--- config.mk ---
export PLATFORM = sky130hd
export DESIGN_NAME = ssfc_frame_core
export DESIGN_NICKNAME = d
export VERILOG_FILES = /design/src/rtl/ssfc_pkg.sv /design/src/rtl/ssfc_frame_core.sv
export SDC_FILE = /design/constraint.sdc
export NUM_CORES = 1
export LEC_CHECK = 0
export ABC_AREA = 1
export BUFFER_PORTS_ARGS = -buffer_cell sky130_fd_sc_hd__buf_2
export CAP_MARGIN = 20
export CORE_AREA = 2 2 77 79
export DETAILED_ROUTE_END_ITERATION = 12
export DIE_AREA = 0 0 79 81
export GPL_TIMING_DRIVEN = 0
export HOLD_SLACK_MARGIN = 0.12
export MAX_ROUTING_LAYER = met4
export PLACE_DENSITY = 0.72
export SLEW_MARGIN = 20
export SYNTH_ARGS = -nofsm -noshare
export SYNTH_HDL_FRONTEND = slang
export SYNTH_SLANG_ARGS = --single-unit
export TNS_END_PERCENT = 10
--- constraint.sdc ---
create_clock -name i_clk -period 9.65 [get_ports i_clk]
set_input_delay 2.4125 -clock i_clk [delete_from_list [all_inputs] [get_ports i_clk]]
set_output_delay 2.4125 -clock i_clk [all_outputs]
set_load 0.005 [all_outputs]
--- src/rtl/ssfc_pkg.sv ---
// Shared types and constants for the servo status frame checker.
`default_nettype none

package ssfc_pkg;

    // Frame constants
    localparam logic [7:0] HDR_BYTE = 8'hFF;
    localparam logic [7:0] LEN_ACK  = 8'h02;
    localparam logic [7:0] LEN_POS  = 8'h04;
    localparam logic [7:0] ERR_NONE = 8'h00;

    // Index of the checksum byte for each reply kind
    localparam logic [2:0] LAST_ACK = 3'd5;
    localparam logic [2:0] LAST_POS = 3'd7;

    // Byte positions inside a frame
    localparam logic [2:0] IDX_ID   = 3'd2;
    localparam logic [2:0] IDX_LEN  = 3'd3;
    localparam logic [2:0] IDX_ERR  = 3'd4;
    localparam logic [2:0] IDX_POSL = 3'd5;
    localparam logic [2:0] IDX_POSH = 3'd6;

    // Reset values of the configuration registers
    localparam logic [7:0] RST_MATCH_ID   = 8'd1;
    localparam logic       RST_REPLY_KIND = 1'b0;

    // Configuration register indexes
    typedef enum logic [0:0] {
        CFG_MATCH_ID   = 1'b0,
        CFG_REPLY_KIND = 1'b1
    } t_cfg_idx;

    // Frame status codes
    typedef enum logic [1:0] {
        ST_OK       = 2'd0,
        ST_HDR_BAD  = 2'd1,
        ST_CSUM_BAD = 2'd2,
        ST_DEV_ERR  = 2'd3
    } t_status;

    // Configuration as seen by the frame logic
    typedef struct packed {
        logic [7:0] match_id;
        logic       reply_kind;
    } t_cfg;

    // One result item
    typedef struct packed {
        logic [1:0]  frame_status;
        logic [7:0]  device_error;
        logic [15:0] position;
    } t_result;

endpackage

`default_nettype wire

--- src/rtl/ssfc_frame_core.sv ---
// Frame state and per-byte checking: byte index, running sum, held fields, status.
`default_nettype none

module ssfc_frame_core (
    input  wire                i_clk,
    input  wire                i_rst_n,
    input  wire                i_step,
    input  wire  [7:0]         i_byte,
    input  wire                i_restart,
    input  ssfc_pkg::t_cfg     i_cfg,
    output logic               o_res_valid,
    output ssfc_pkg::t_result  o_result
);

    logic [2:0] r_byte_index, n_byte_index;
    logic [7:0] r_sum,        n_sum;
    logic       r_hdr_bad,    n_hdr_bad;
    logic [7:0] r_err,        n_err;
    logic [7:0] r_pos_lo,     n_pos_lo;
    logic [7:0] r_pos_hi,     n_pos_hi;

    logic [2:0] idx;
    logic       clr;
    logic [2:0] last_idx;
    logic       is_last;
    logic [7:0] sum_b;
    logic       hdr_b;
    logic [7:0] err_b;
    logic [7:0] pl_b;
    logic [7:0] ph_b;

    // Frame position and per-frame state as seen by this byte
    always_comb begin
        idx      = i_restart ? 3'd0 : r_byte_index;
        clr      = (idx == 3'd0);
        last_idx = i_cfg.reply_kind ? ssfc_pkg::LAST_POS : ssfc_pkg::LAST_ACK;
        is_last  = (idx >= last_idx);
        sum_b    = clr ? 8'd0 : r_sum;
        hdr_b    = clr ? 1'b0 : r_hdr_bad;
        err_b    = clr ? 8'd0 : r_err;
        pl_b     = clr ? 8'd0 : r_pos_lo;
        ph_b     = clr ? 8'd0 : r_pos_hi;
    end

    // Result on the checksum byte, status in priority order
    always_comb begin
        o_res_valid = is_last;
        if (hdr_b) begin
            o_result.frame_status = ssfc_pkg::ST_HDR_BAD;
        end else if (~sum_b != i_byte) begin
            o_result.frame_status = ssfc_pkg::ST_CSUM_BAD;
        end else if (err_b != ssfc_pkg::ERR_NONE) begin
            o_result.frame_status = ssfc_pkg::ST_DEV_ERR;
        end else begin
            o_result.frame_status = ssfc_pkg::ST_OK;
        end
        o_result.device_error = err_b;
        o_result.position     = i_cfg.reply_kind ? {ph_b, pl_b} : 16'd0;
    end

    // Next state for this byte
    always_comb begin
        n_byte_index = idx + 3'd1;
        n_sum        = sum_b;
        n_hdr_bad    = hdr_b;
        n_err        = err_b;
        n_pos_lo     = pl_b;
        n_pos_hi     = ph_b;
        if (is_last) begin
            n_byte_index = 3'd0;
        end else if (idx <= 3'd1) begin
            if (i_byte != ssfc_pkg::HDR_BYTE) n_hdr_bad = 1'b1;
        end else begin
            n_sum = sum_b + i_byte;
            case (idx)
                ssfc_pkg::IDX_ID: begin
                    if (i_byte != i_cfg.match_id) n_hdr_bad = 1'b1;
                end
                ssfc_pkg::IDX_LEN: begin
                    if (i_byte != (i_cfg.reply_kind ? ssfc_pkg::LEN_POS
                                                    : ssfc_pkg::LEN_ACK))
                        n_hdr_bad = 1'b1;
                end
                ssfc_pkg::IDX_ERR:  n_err    = i_byte;
                ssfc_pkg::IDX_POSL: n_pos_lo = i_byte;
                ssfc_pkg::IDX_POSH: n_pos_hi = i_byte;
                default: ;
            endcase
        end
    end

    always_ff @(posedge i_clk) begin
        if (!i_rst_n) begin
            r_byte_index <= 3'd0;
            r_sum        <= 8'd0;
            r_hdr_bad    <= 1'b0;
            r_err        <= 8'd0;
            r_pos_lo     <= 8'd0;
            r_pos_hi     <= 8'd0;
        end else if (i_step) begin
            r_byte_index <= n_byte_index;
            r_sum        <= n_sum;
            r_hdr_bad    <= n_hdr_bad;
            r_err        <= n_err;
            r_pos_lo     <= n_pos_lo;
            r_pos_hi     <= n_pos_hi;
        end
    end

`ifndef SYNTH
    // A frame ends with the index back at zero
    a_end_wraps: assert property (@(posedge i_clk) disable iff (!i_rst_n)
        i_step && o_res_valid |=> r_byte_index == 3'd0)
        else $error("byte index not cleared after checksum byte");

    // An ok frame never carries a device error
    a_ok_no_err: assert property (@(posedge i_clk) disable iff (!i_rst_n)
        o_res_valid && (o_result.frame_status == ssfc_pkg::ST_OK)
        |-> o_result.device_error == ssfc_pkg::ERR_NONE)
        else $error("ok status with nonzero device error");

    // A restart byte never ends a frame
    a_restart_first: assert property (@(posedge i_clk) disable iff (!i_rst_n)
        i_step && i_restart |=> r_byte_index == 3'd1)
        else $error("restart byte not taken as byte 0");
`endif

endmodule

`default_nettype wire

==> impl_metrics.py, run 1 <==
metrics = {
    "synth": {
        "yosysSeqAreaShare": 0.269,
        "synthesis.instances": 409,
        "yosysTopAreaCellShare": 0.269,
        "synthTopCellsByCount": "nand2_1, a21oi_1, dfxtp_1, inv_1, nor2_1",
        "synth-seq-cells": 36,
        "ys.flop_type": "dfxtp_1",
        "yosys_warnings": 0,
        "synth.most_common_cell": "nand2_1",
        "synth_area_per_cell_um2": 6.55,
        "yosys-top-cells-area": "dfxtp_1, nand2_1, a21oi_1",
        "yosysTopAreaCell": "dfxtp_1",
        "syn_area_mm2": 0.00268,
        "synth-edff-count": 0,
        "syn_nets": 444,
        "synth-async-reset-ratio": 0,
        "ys_types": 34,
    },
    "finish": {
        "final_area_mm2": 0.00311,
        "finish.net_count": 497,
        "diodes": 0,
        "drive_gt1_frac": 0.207,
        "areaGrowthSynthToFinish_pct": 16.1,
    },
    "global_routing": {
        "grtUsageTotal": 0.258,
        "antenna_found_initial": 0,
        "grt_pass1_vias": 2625,
        "grt_pass1_wl_mm": 12.5,
        "grt_max_degree": 12,
        "grt_overflow_total": 0,
    },
    "timing": {
        "hold_violations": 0,
        "setup_tns_ps": 0,
        "drv_slew": 0,
        "rsz0062_at_grt": "false",
        "fmax_ghz": 0.142,
        "relSlewSlack": 0.592,
        "skew_ps": 7.20,
        "layout_min_cycle_time_ps": 7030,
        "period_share": 0.728,
        "setup_viol": 0,
        "worst_pin_slew_ps": 612,
    },
    "power": {
        "pwr_density_cell_mw_per_mm2": 116,
        "sw_frac_of_total": 0.301,
        "clkPwrFrac": 0.377,
        "leakagePower_nw": 1.56,
        "seq_power_share": 0.430,
        "internal_power_w": 0.000252,
        "comb_power_share": 0.193,
        "ir_worst_vdd_mv": 0.0541,
        "power_switching_w": 0.000109,
    },
    "clocking": {
        "clkLatencyLatePin_ps": 300,
        "cts_post_setup_buffers_inserted": 0,
        "cts_num_sinks": 36,
        "cts_resized": 0,
        "h-tree-depth": 2,
        "root_buffer": "clkbuf_8",
        "hold_buffers": 0,
        "cts_tree": "yes",
        "clockBufferDepth": 2,
        "clk_pin_slew_ps": 70,
        "cts_buffers": 5,
    },
    "worst_setup_path": {
        "reg2reg_depth": 14,
        "critPathMaxFanout": 10,
        "cp.arrival_ps": 4610,
        "worstPathRequired_ps": 7240,
        "startpoint_type": "input pin",
        "worst_setup_path_end_kind": "output pin",
        "path_class": "in2out",
    },
    "placed_design": {
        "dp_hpwl_mm": 5.52,
        "gp_congestion": 0.833,
        "io_buffers": 46,
        "dpl_cell_area_mm2": 0.00300,
    },
    "drt": {
        "routed_via_density": 5.25,
        "drt_pass1_iterations": 4,
        "wl_per_cell_um": 14.2,
        "antenna_left": 0,
        "drt_iter0_drc": 127,
        "wl_mm": 7.62,
        "vias": 2827,
        "route.detailed.drc": 0,
    },
    "floorplan": {
        "die-area_mm2": 0.00640,
        "core_area_mm2": 0.00568,
        "rows": 28,
        "initial_core_util": 0.472,
        "die_h_um": 81,
        "die_x_um": 79,
        "boundaryPins": 48,
    },
    "worst_hold_path": {
        "min_path_cells": 2,
        "min_path_type": "reg2reg",
    },
    "outcome": {
        "run_status": "completed",
    },
    "run": {
        "maxCapViolations": 0,
    },
}
## metrics by stage
stage | power (W) | std cells | util | hold WS (ps) | worst slack [ps]
6_report | 0.000360 | 538 | 0.548 | 467 | 2620
5_1_grt | 0.000377 | 538 | 0.548 | 482 | 2410
4_1_cts | 0.000362 | 538 | 0.548 | 467 | 2650
3_5_place_dp | 0.000227 | 530 | 0.529 | 456 | 2660
3_3_place_gp | 0.000226 | 530 | 0.529 | 452 | 2660
2_1_floorplan | 0.000204 | 409 | - | 445 | 3160
## cells by family after synthesis
family	Yosys count	share of synthesized area
adders and majority gates	14	0.0682
AOI/OAI and AO/OA	111	0.227
buffers and inverters	63	0.104
xor gates and xnor gates	3	0.00981
and+or+nand+nor	182	0.322
DFF	36	0.269
## power groups by stage
stage	Combinational (W)	Sequential, W	Clock, W
floorplan	0.0000463	0.000158	0
global placement	0.0000674	0.000158	0
detailed placement	0.0000686	0.000158	0
CTS	0.0000692	0.000155	0.000137
global route	0.0000775	0.000155	0.000144
finish	0.0000694	0.000155	0.000136
## per-layer routing
layer | global-route usage | part of all wire
met2 | 0.421 | 0.47
met4 | 0.0948 | 0.027
met3 | 0.0500 | 0.050
met1 | 0.318 | 0.46
met5 | - | 0
## state kept, by name, summed over array words and instances, names as in the netlist
register      count
r_byte_index      3
r_err             8
r_hdr_bad         1
r_pos_hi          8
r_pos_lo          8
r_sum             8
## worst max-delay path: stages
cell     delay, ps
buf_2          100
inv_2          100
nand2_2        110
ha_1           250
nand2_1        150
buf_2          270
nand2_1        100
inv_1           70
ha_1           220
nand3_1        110
nor4_2         360
o21ai_0        150
nand2_1         90
buf_2          110
## layout make-up
class	instances	area (µm²)
Buffer	19	113
Clock buffer	6	72.6
Clock inverter	2	35.0
Fill cell	627	2560
Inverter	44	165
Multi-Input combinational cell	310	1680
Sequential cell	36	721
Tap cell	75	93.8
Timing Repair Buffer	46	230
## cell usage in the layout (no fill, tap or decap), types with 7 or more instances in the layout
cell and n:
dfxtp_1 36, inv_2 7, nand2_4 7, a21oi_1 59
nand2_1 112, nand3_1 14, clkbuf_1 8, o21ai_0 28
nor2_1 33, o21ai_1 10, inv_1 36, buf_2 52
a21oi_2 8, ha_1 13
## path summary, 6_finish.rpt
check                                     start      endpoint  slack, ps
worst max-delay path                  i_restart  o_result[24]       2620
worst min-delay path                r_pos_lo[0]   r_pos_lo[0]        470
worst max register to register  r_byte_index[1]      r_sum[6]       6530
worst min register to register      r_pos_lo[0]   r_pos_lo[0]        470
No activity file was read; power rests on OpenSTA's default activity.
==> run 2, diff against run 1 <==
--- a/config.mk
+++ b/config.mk
@@ -5,16 +5,16 @@
 export SDC_FILE = /design/constraint.sdc
 export NUM_CORES = 1
 export LEC_CHECK = 0
-export ABC_AREA = 1
+export ABC_AREA = 0
 export BUFFER_PORTS_ARGS = -buffer_cell sky130_fd_sc_hd__buf_2
 export CAP_MARGIN = 20
-export CORE_AREA = 2 2 77 79
+export CORE_AREA = 2 2 72 74
 export DETAILED_ROUTE_END_ITERATION = 12
-export DIE_AREA = 0 0 79 81
+export DIE_AREA = 0 0 74 76
 export GPL_TIMING_DRIVEN = 0
 export HOLD_SLACK_MARGIN = 0.12
 export MAX_ROUTING_LAYER = met4
-export PLACE_DENSITY = 0.72
+export PLACE_DENSITY = 0.75
 export SLEW_MARGIN = 20
 export SYNTH_ARGS = -nofsm -noshare
 export SYNTH_HDL_FRONTEND = slang
==> constraint.sdc (replaced) <==
create_clock -name i_clk -period 6.2 [get_ports i_clk]
set_input_delay 1.55 -clock i_clk [delete_from_list [all_inputs] [get_ports i_clk]]
set_output_delay 1.55 -clock i_clk [all_outputs]
set_load 0.005 [all_outputs]
==> run 2 against run 1 <==
Against the previous run: critical path depth is 2 lower; clock-buffer cell count is 1 lower; sequential power is 52% higher; combinational power is 2% higher; synthesized area is 13% lower; worst setup slack worse by 2000 ps; via count is 19% lower; total power is 33% higher; critical endpoint unchanged; largest power group unchanged.
==> impl_metrics.py, run 2 <==
metrics = {
    "clocking": {
        "cts_buffers": 5,
        "cts_num_sinks": 36,
        "hold_buffers": 0,
        "clk_pin_slew_ps": 80,
        "h-tree-depth": 2,
        "clkLatencyLatePin_ps": 300,
        "cts_resized": 0,
        "cts_post_setup_buffers_inserted": 0,
        "cts_tree": "yes",
        "clockBufferDepth": 2,
        "root_buffer": "clkbuf_8",
    },
    "run": {
        "maxCapViolations": 0,
    },
    "finish": {
        "n_fill_cell": 482,
        "seqCellArea_um2": 721,
        "drive_gt1_frac": 0.245,
        "multi_input_area_mm2": 0.00147,
        "final_common_cell": "buf_2",
        "final_cell_mix": "buf_2, dfxtp_1, a21oi_1",
        "finish.net_count": 365,
        "diodes": 0,
        "areaGrowthSynthToFinish_pct": 17.4,
    },
    "synth": {
        "synthTopCellsByCount": "dfxtp_1, a21oi_1, inv_1",
        "syn_nets": 312,
        "yosysTopAreaCellShare": 0.309,
        "synth-async-reset-ratio": 0,
        "yosys-top-cells-area": "dfxtp_1, ha_1, a21oi_1",
        "yosysTopAreaCell": "dfxtp_1",
        "synth-edff-count": 0,
        "yosys_warnings": 0,
        "yosysSeqAreaShare": 0.309,
        "synth-seq-cells": 36,
        "synth.most_common_cell": "dfxtp_1",
        "synth_area_per_cell_um2": 8.41,
        "syn_area_mm2": 0.00233,
        "ys.flop_type": "dfxtp_1",
        "synthesis.instances": 277,
        "ys_types": 57,
    },
    "timing": {
        "setup_viol": 0,
        "setup_tns_ps": 0,
        "fin_ws_ps": 630,
        "skew_ps": 9.93,
        "relSlewSlack": 0.639,
        "layout_min_cycle_time_ps": 5570,
        "worst_pin_slew_ps": 536,
        "rsz0062_at_grt": "false",
        "fmax_ghz": 0.180,
        "drv_slew": 0,
        "period_share": 0.898,
        "hold_violations": 0,
    },
    "floorplan": {
        "core_area_mm2": 0.00491,
        "boundaryPins": 48,
        "die_x_um": 74,
        "die-area_mm2": 0.00562,
        "die_h_um": 76,
        "initial_core_util": 0.474,
        "rows": 26,
    },
    "global_routing": {
        "grtUsageTotal": 0.244,
        "grt_pass1_wl_mm": 10.4,
        "grt_max_degree": 13,
        "grt_overflow_total": 0,
        "antenna_found_initial": 0,
        "grt_pass1_vias": 2150,
    },
    "outcome": {
        "run_status": "completed",
    },
    "worst_setup_path": {
        "startpoint_type": "input pin",
        "reg2reg_depth": 14,
        "cp.arrival_ps": 4020,
        "worstPathRequired_ps": 4650,
        "critPathMaxFanout": 10,
        "path_class": "in2out",
        "r2r-start": "r_byte_index[0]",
        "worst_setup_path_end_kind": "output pin",
        "r2r_setup_slack_ps": 2720,
        "r2r-end": "r_sum[6]",
    },
    "placed_design": {
        "io_buffers": 46,
        "place_ws_ps": 673,
        "dp_hpwl_mm": 4.62,
        "gp_congestion": 0.846,
    },
    "drt": {
        "wl_mm": 6.34,
        "drt_iter0_drc": 119,
        "routed_via_density": 5.74,
        "route.detailed.drc": 0,
        "wl_per_cell_um": 15.8,
        "vias": 2302,
        "antenna_left": 0,
        "drt_pass1_iterations": 4,
    },
    "power": {
        "leakagePower_nw": 1.20,
        "ir_worst_vdd_mv": 0.142,
        "power_w": 0.000478,
        "pwr_density_cell_mw_per_mm2": 175,
    },
    "worst_hold_path": {
        "hold_path_end": "r_pos_hi[6]",
        "hp-start": "r_pos_hi[6]",
        "min_path_cells": 1,
        "min_path_type": "reg2reg",
    },
}
[run 2: changes by cell type in the layout (fill, tap and decap cells not counted), sizes merged, moves of 10 or more]
cell,previous run,this run
and3,0,18
and2,0,10
a21oi,67,18
o21ai,38,15
nor2,33,14
nand2,122,16
inv,43,18
[run 2: cell families (layout without fill, tap and decap cells)]
group           Yosys count  after routing  share of synthesized area
xor+xnor                  6              6                     0.0226
simple gates             91             91                      0.231
flops                    36             36                      0.309
compound gates           96             96                      0.296
buf+inv                  34             88                     0.0618
fa+ha+maj                14             14                     0.0784
[run 2: metal layers]
layer,vias up,GRT usage,wire (µm)
met1,1100,0.326,2940
met3,7,0.0357,284
met5,-,-,0
met4,0,0.0709,76
met2,63,0.380,3040
li1,1132,-,-
[run 2: worst max-delay path, cell delays in order]
cell and delay (ps):
buf_2 130, nor2b_1 220, inv_1 100, ha_1 270, nand2_1 310, clkbuf_1 410
and2_1 220, ha_1 280, nand4_1 140, nor3_1 60, a22o_1 200, buf_2 130
[run 2: cell type report]
class | count | share of cell area
plain buffers | 16 | 0.0279
clock buffers | 5 | 0.0252
clock inverters | 3 | 0.00686
inverters | 18 | 0.0247
multi-input cells | 207 | 0.536
flip-flops and latches | 36 | 0.263
well taps | 70 | 0.0320
repair buffers | 46 | 0.0842
[run 2: worst max-delay path by stage]
| stage | start | to | slack [ps] | cells after the start |
|---|---|---|---|---|
| 2_1_floorplan | i_restart | o_result[24] | 1400 | 10 |
| 6_report | i_restart | o_result[24] | 630 | 12 |
| 3_3_place_gp | i_restart | o_result[25] | 680 | 12 |
| 4_1_cts | i_restart | o_result[25] | 660 | 12 |
| 5_1_grt | i_restart | o_result[24] | 380 | 12 |
| 3_5_place_dp | i_restart | o_result[25] | 670 | 12 |
[run 2: stage by stage]
step           utilization  instances  hold slack (ps)  area [µm²]
6_report             0.557        401              464        2740
5_1_grt              0.557        401              477        2740
4_1_cts              0.557        401              465        2740
3_5_place_dp         0.539        393              442        2650
3_3_place_gp         0.539        393              437        2650
2_1_floorplan            -        277              424        2330
[run 2: power breakdown]
group	total, W	switching (W)	internal [W]
clock	0.000172	0.0000935	0.0000784
sequential	0.000235	0.00000192	0.000234
combinational	0.0000708	0.0000462	0.0000246
==> run 3, diff against run 2 <==
--- a/config.mk
+++ b/config.mk
@@ -8,13 +8,16 @@
 export ABC_AREA = 0
 export BUFFER_PORTS_ARGS = -buffer_cell sky130_fd_sc_hd__buf_2
 export CAP_MARGIN = 20
-export CORE_AREA = 2 2 72 74
+export CELL_PAD_IN_SITES_DETAIL_PLACEMENT = 0
+export CELL_PAD_IN_SITES_GLOBAL_PLACEMENT = 1
+export CORE_AREA = 2 2 83 85
+export CTS_CLUSTER_SIZE = 24
 export DETAILED_ROUTE_END_ITERATION = 12
-export DIE_AREA = 0 0 74 76
+export DIE_AREA = 0 0 85 87
 export GPL_TIMING_DRIVEN = 0
 export HOLD_SLACK_MARGIN = 0.12
 export MAX_ROUTING_LAYER = met4
-export PLACE_DENSITY = 0.75
+export PLACE_DENSITY = 0.76
 export SLEW_MARGIN = 20
 export SYNTH_ARGS = -nofsm -noshare
 export SYNTH_HDL_FRONTEND = slang
==> run 3 against run 2 <==
Against the previous run: final cell count up 2.5%; via count down 3.0%; worst setup slack worse by 38 ps; clock power up 24%; cell area up 1.3%; total power up 8.5%; global-route usage down 4.8 points; non-clock buffer count unchanged; first-iteration DRC count down 0.84%; core utilization down 13 points; clock skew down 2.0 ps; die area up 31%.
==> impl_metrics.py, run 3 (synthesis gave the netlist of run 2 again) <==
metrics = {
    "clocking": {
        "cts_tree": "yes",
        "cts_buffers": 5,
        "clk_pin_slew_ps": 70,
        "hold_buffers": 0,
        "clkLatencyLatePin_ps": 290,
        "cts_post_setup_buffers_inserted": 0,
        "cts_num_sinks": 36,
        "clockBufferDepth": 2,
        "cts_resized": 0,
        "root_buffer": "clkbuf_8",
        "h-tree-depth": 2,
    },
    "finish": {
        "final_area_mm2": 0.00277,
        "finish.net_count": 365,
        "final_cell_mix": "buf_2, dfxtp_1, a21oi_1",
        "multi_input_area_mm2": 0.00147,
        "diodes": 0,
        "n_fill_cell": 697,
        "final_common_cell": "buf_2",
        "seqCellArea_um2": 721,
        "areaGrowthSynthToFinish_pct": 19.0,
        "fin_util": 0.422,
        "drive_gt1_frac": 0.245,
    },
    "worst_setup_path": {
        "path_class": "in2out",
        "path_cells": "buf_2, nor2b_1, inv_1, ha_1, nand2_1, clkbuf_1, and2_1, ha_1, nand4_1, nor4_1, a21oi_1, buf_2",
        "worstPathRequired_ps": 4650,
        "cp.arrival_ps": 4060,
        "worst_setup_path_end_kind": "output pin",
        "cp_slowest_cell": "clkbuf_1",
        "critPathMaxFanout": 10,
        "critical-path-max-stage-delay_ps": 420,
        "startpoint_type": "input pin",
    },
    "power": {
        "seq_power_share": 0.454,
        "pwr_density_cell_mw_per_mm2": 187,
        "ir_worst_vdd_mv": 0.0868,
        "comb_power_share": 0.136,
        "sw_frac_of_total": 0.273,
        "clkPwrFrac": 0.410,
        "leakagePower_nw": 1.20,
        "internal_power_w": 0.000377,
        "power_switching_w": 0.000142,
    },
    "global_routing": {
        "antenna_found_initial": 0,
        "grt_pass1_wl_mm": 11.1,
        "grt_pass1_vias": 2124,
        "grt_max_degree": 13,
        "grtUsageTotal": 0.195,
        "grt_overflow_total": 0,
    },
    "drt": {
        "wl_mm": 6.53,
        "drt_pass1_iterations": 4,
        "routed_via_density": 5.43,
        "route.detailed.drc": 0,
        "drt_iter0_drc": 118,
        "wl_per_cell_um": 15.9,
        "antenna_left": 0,
        "vias": 2232,
    },
    "floorplan": {
        "die_x_um": 85,
        "initial_core_util": 0.355,
        "boundaryPins": 48,
        "core_area_mm2": 0.00657,
        "die-area_mm2": 0.00740,
        "rows": 30,
        "die_h_um": 87,
    },
    "timing": {
        "skew_ps": 7.95,
        "fmax_ghz": 0.178,
        "setup_tns_ps": 0,
        "relSlewSlack": 0.628,
        "layout_min_cycle_time_ps": 5610,
        "worst_pin_slew_ps": 553,
        "period_share": 0.904,
        "setup_viol": 0,
        "drv_slew": 0,
        "rsz0062_at_grt": "false",
        "hold_violations": 0,
    },
    "outcome": {
        "run_status": "completed",
    },
    "placed_design": {
        "gp_congestion": 0.867,
        "io_buffers": 46,
        "dpl_cell_area_mm2": 0.00266,
        "dp_hpwl_mm": 4.78,
    },
    "run": {
        "maxCapViolations": 0,
    },
    "worst_hold_path": {
        "min_path_type": "reg2reg",
    },
}
[run 3: cell count changes in the layout (fill, tap and decap cells not counted)]
cell,change
clkinv_2,-1
bufinv_16,+1
clkinv_4,-1
clkinvlp_4,+1
[run 3: power by group through the flow]
stage / logic (W) / registers, W / clock network (W)
floorplan: 0.0000420 / 0.000240 / 0
global placement: 0.0000698 / 0.000241 / 0
detailed placement: 0.0000701 / 0.000241 / 0
CTS: 0.0000705 / 0.000236 / 0.000218
global route: 0.0000794 / 0.000236 / 0.000231
finish: 0.0000705 / 0.000236 / 0.000213
[run 3: layout make-up]
| cell class | count | area share |
|---|---|---|
| buffer | 16 | 0.0275 |
| clock buffer | 5 | 0.0248 |
| clock inverter | 3 | 0.0153 |
| inverter | 18 | 0.0244 |
| multi-input combinational | 207 | 0.529 |
| sequential | 36 | 0.260 |
| tap | 80 | 0.0361 |
| timing repair buffer | 46 | 0.0831 |
[run 3: path summary, 6_finish.rpt]
| path | from | to | cells after the start | slack (ps) |
|---|---|---|---|---|
| min reg2reg | r_pos_lo[3] | r_pos_lo[3] | 1 | 460 |
| min | r_pos_lo[3] | r_pos_lo[3] | 1 | 460 |
| max | i_restart | o_result[25] | 12 | 590 |
| max reg2reg | r_byte_index[0] | r_sum[6] | 14 | 2650 |
[run 3: stage by stage]
step	setup slack [ps]	instances	power [W]	hold WS, ps
floorplan	1400	277	0.000282	424
global placement	619	403	0.000311	437
detailed placement	587	403	0.000311	438
CTS	564	411	0.000525	463
global route	313	411	0.000546	480
finish	592	411	0.000519	463
[run 3: worst max-delay path, delay by kind of cell]
family          cells  cell delay [ps]
simple gates        5             1160
compound gates      1               70
buf+inv             4              800
fa+ha+maj           2              480
[run 3: layer usage]
layer  wire length (µm)  vias up  global-route usage
met3                283        8              0.0313
met5                  0        -                   -
met1               3060     1029               0.262
met4                130        0              0.0693
met2               3060       54               0.298
li1                   -     1141                   -
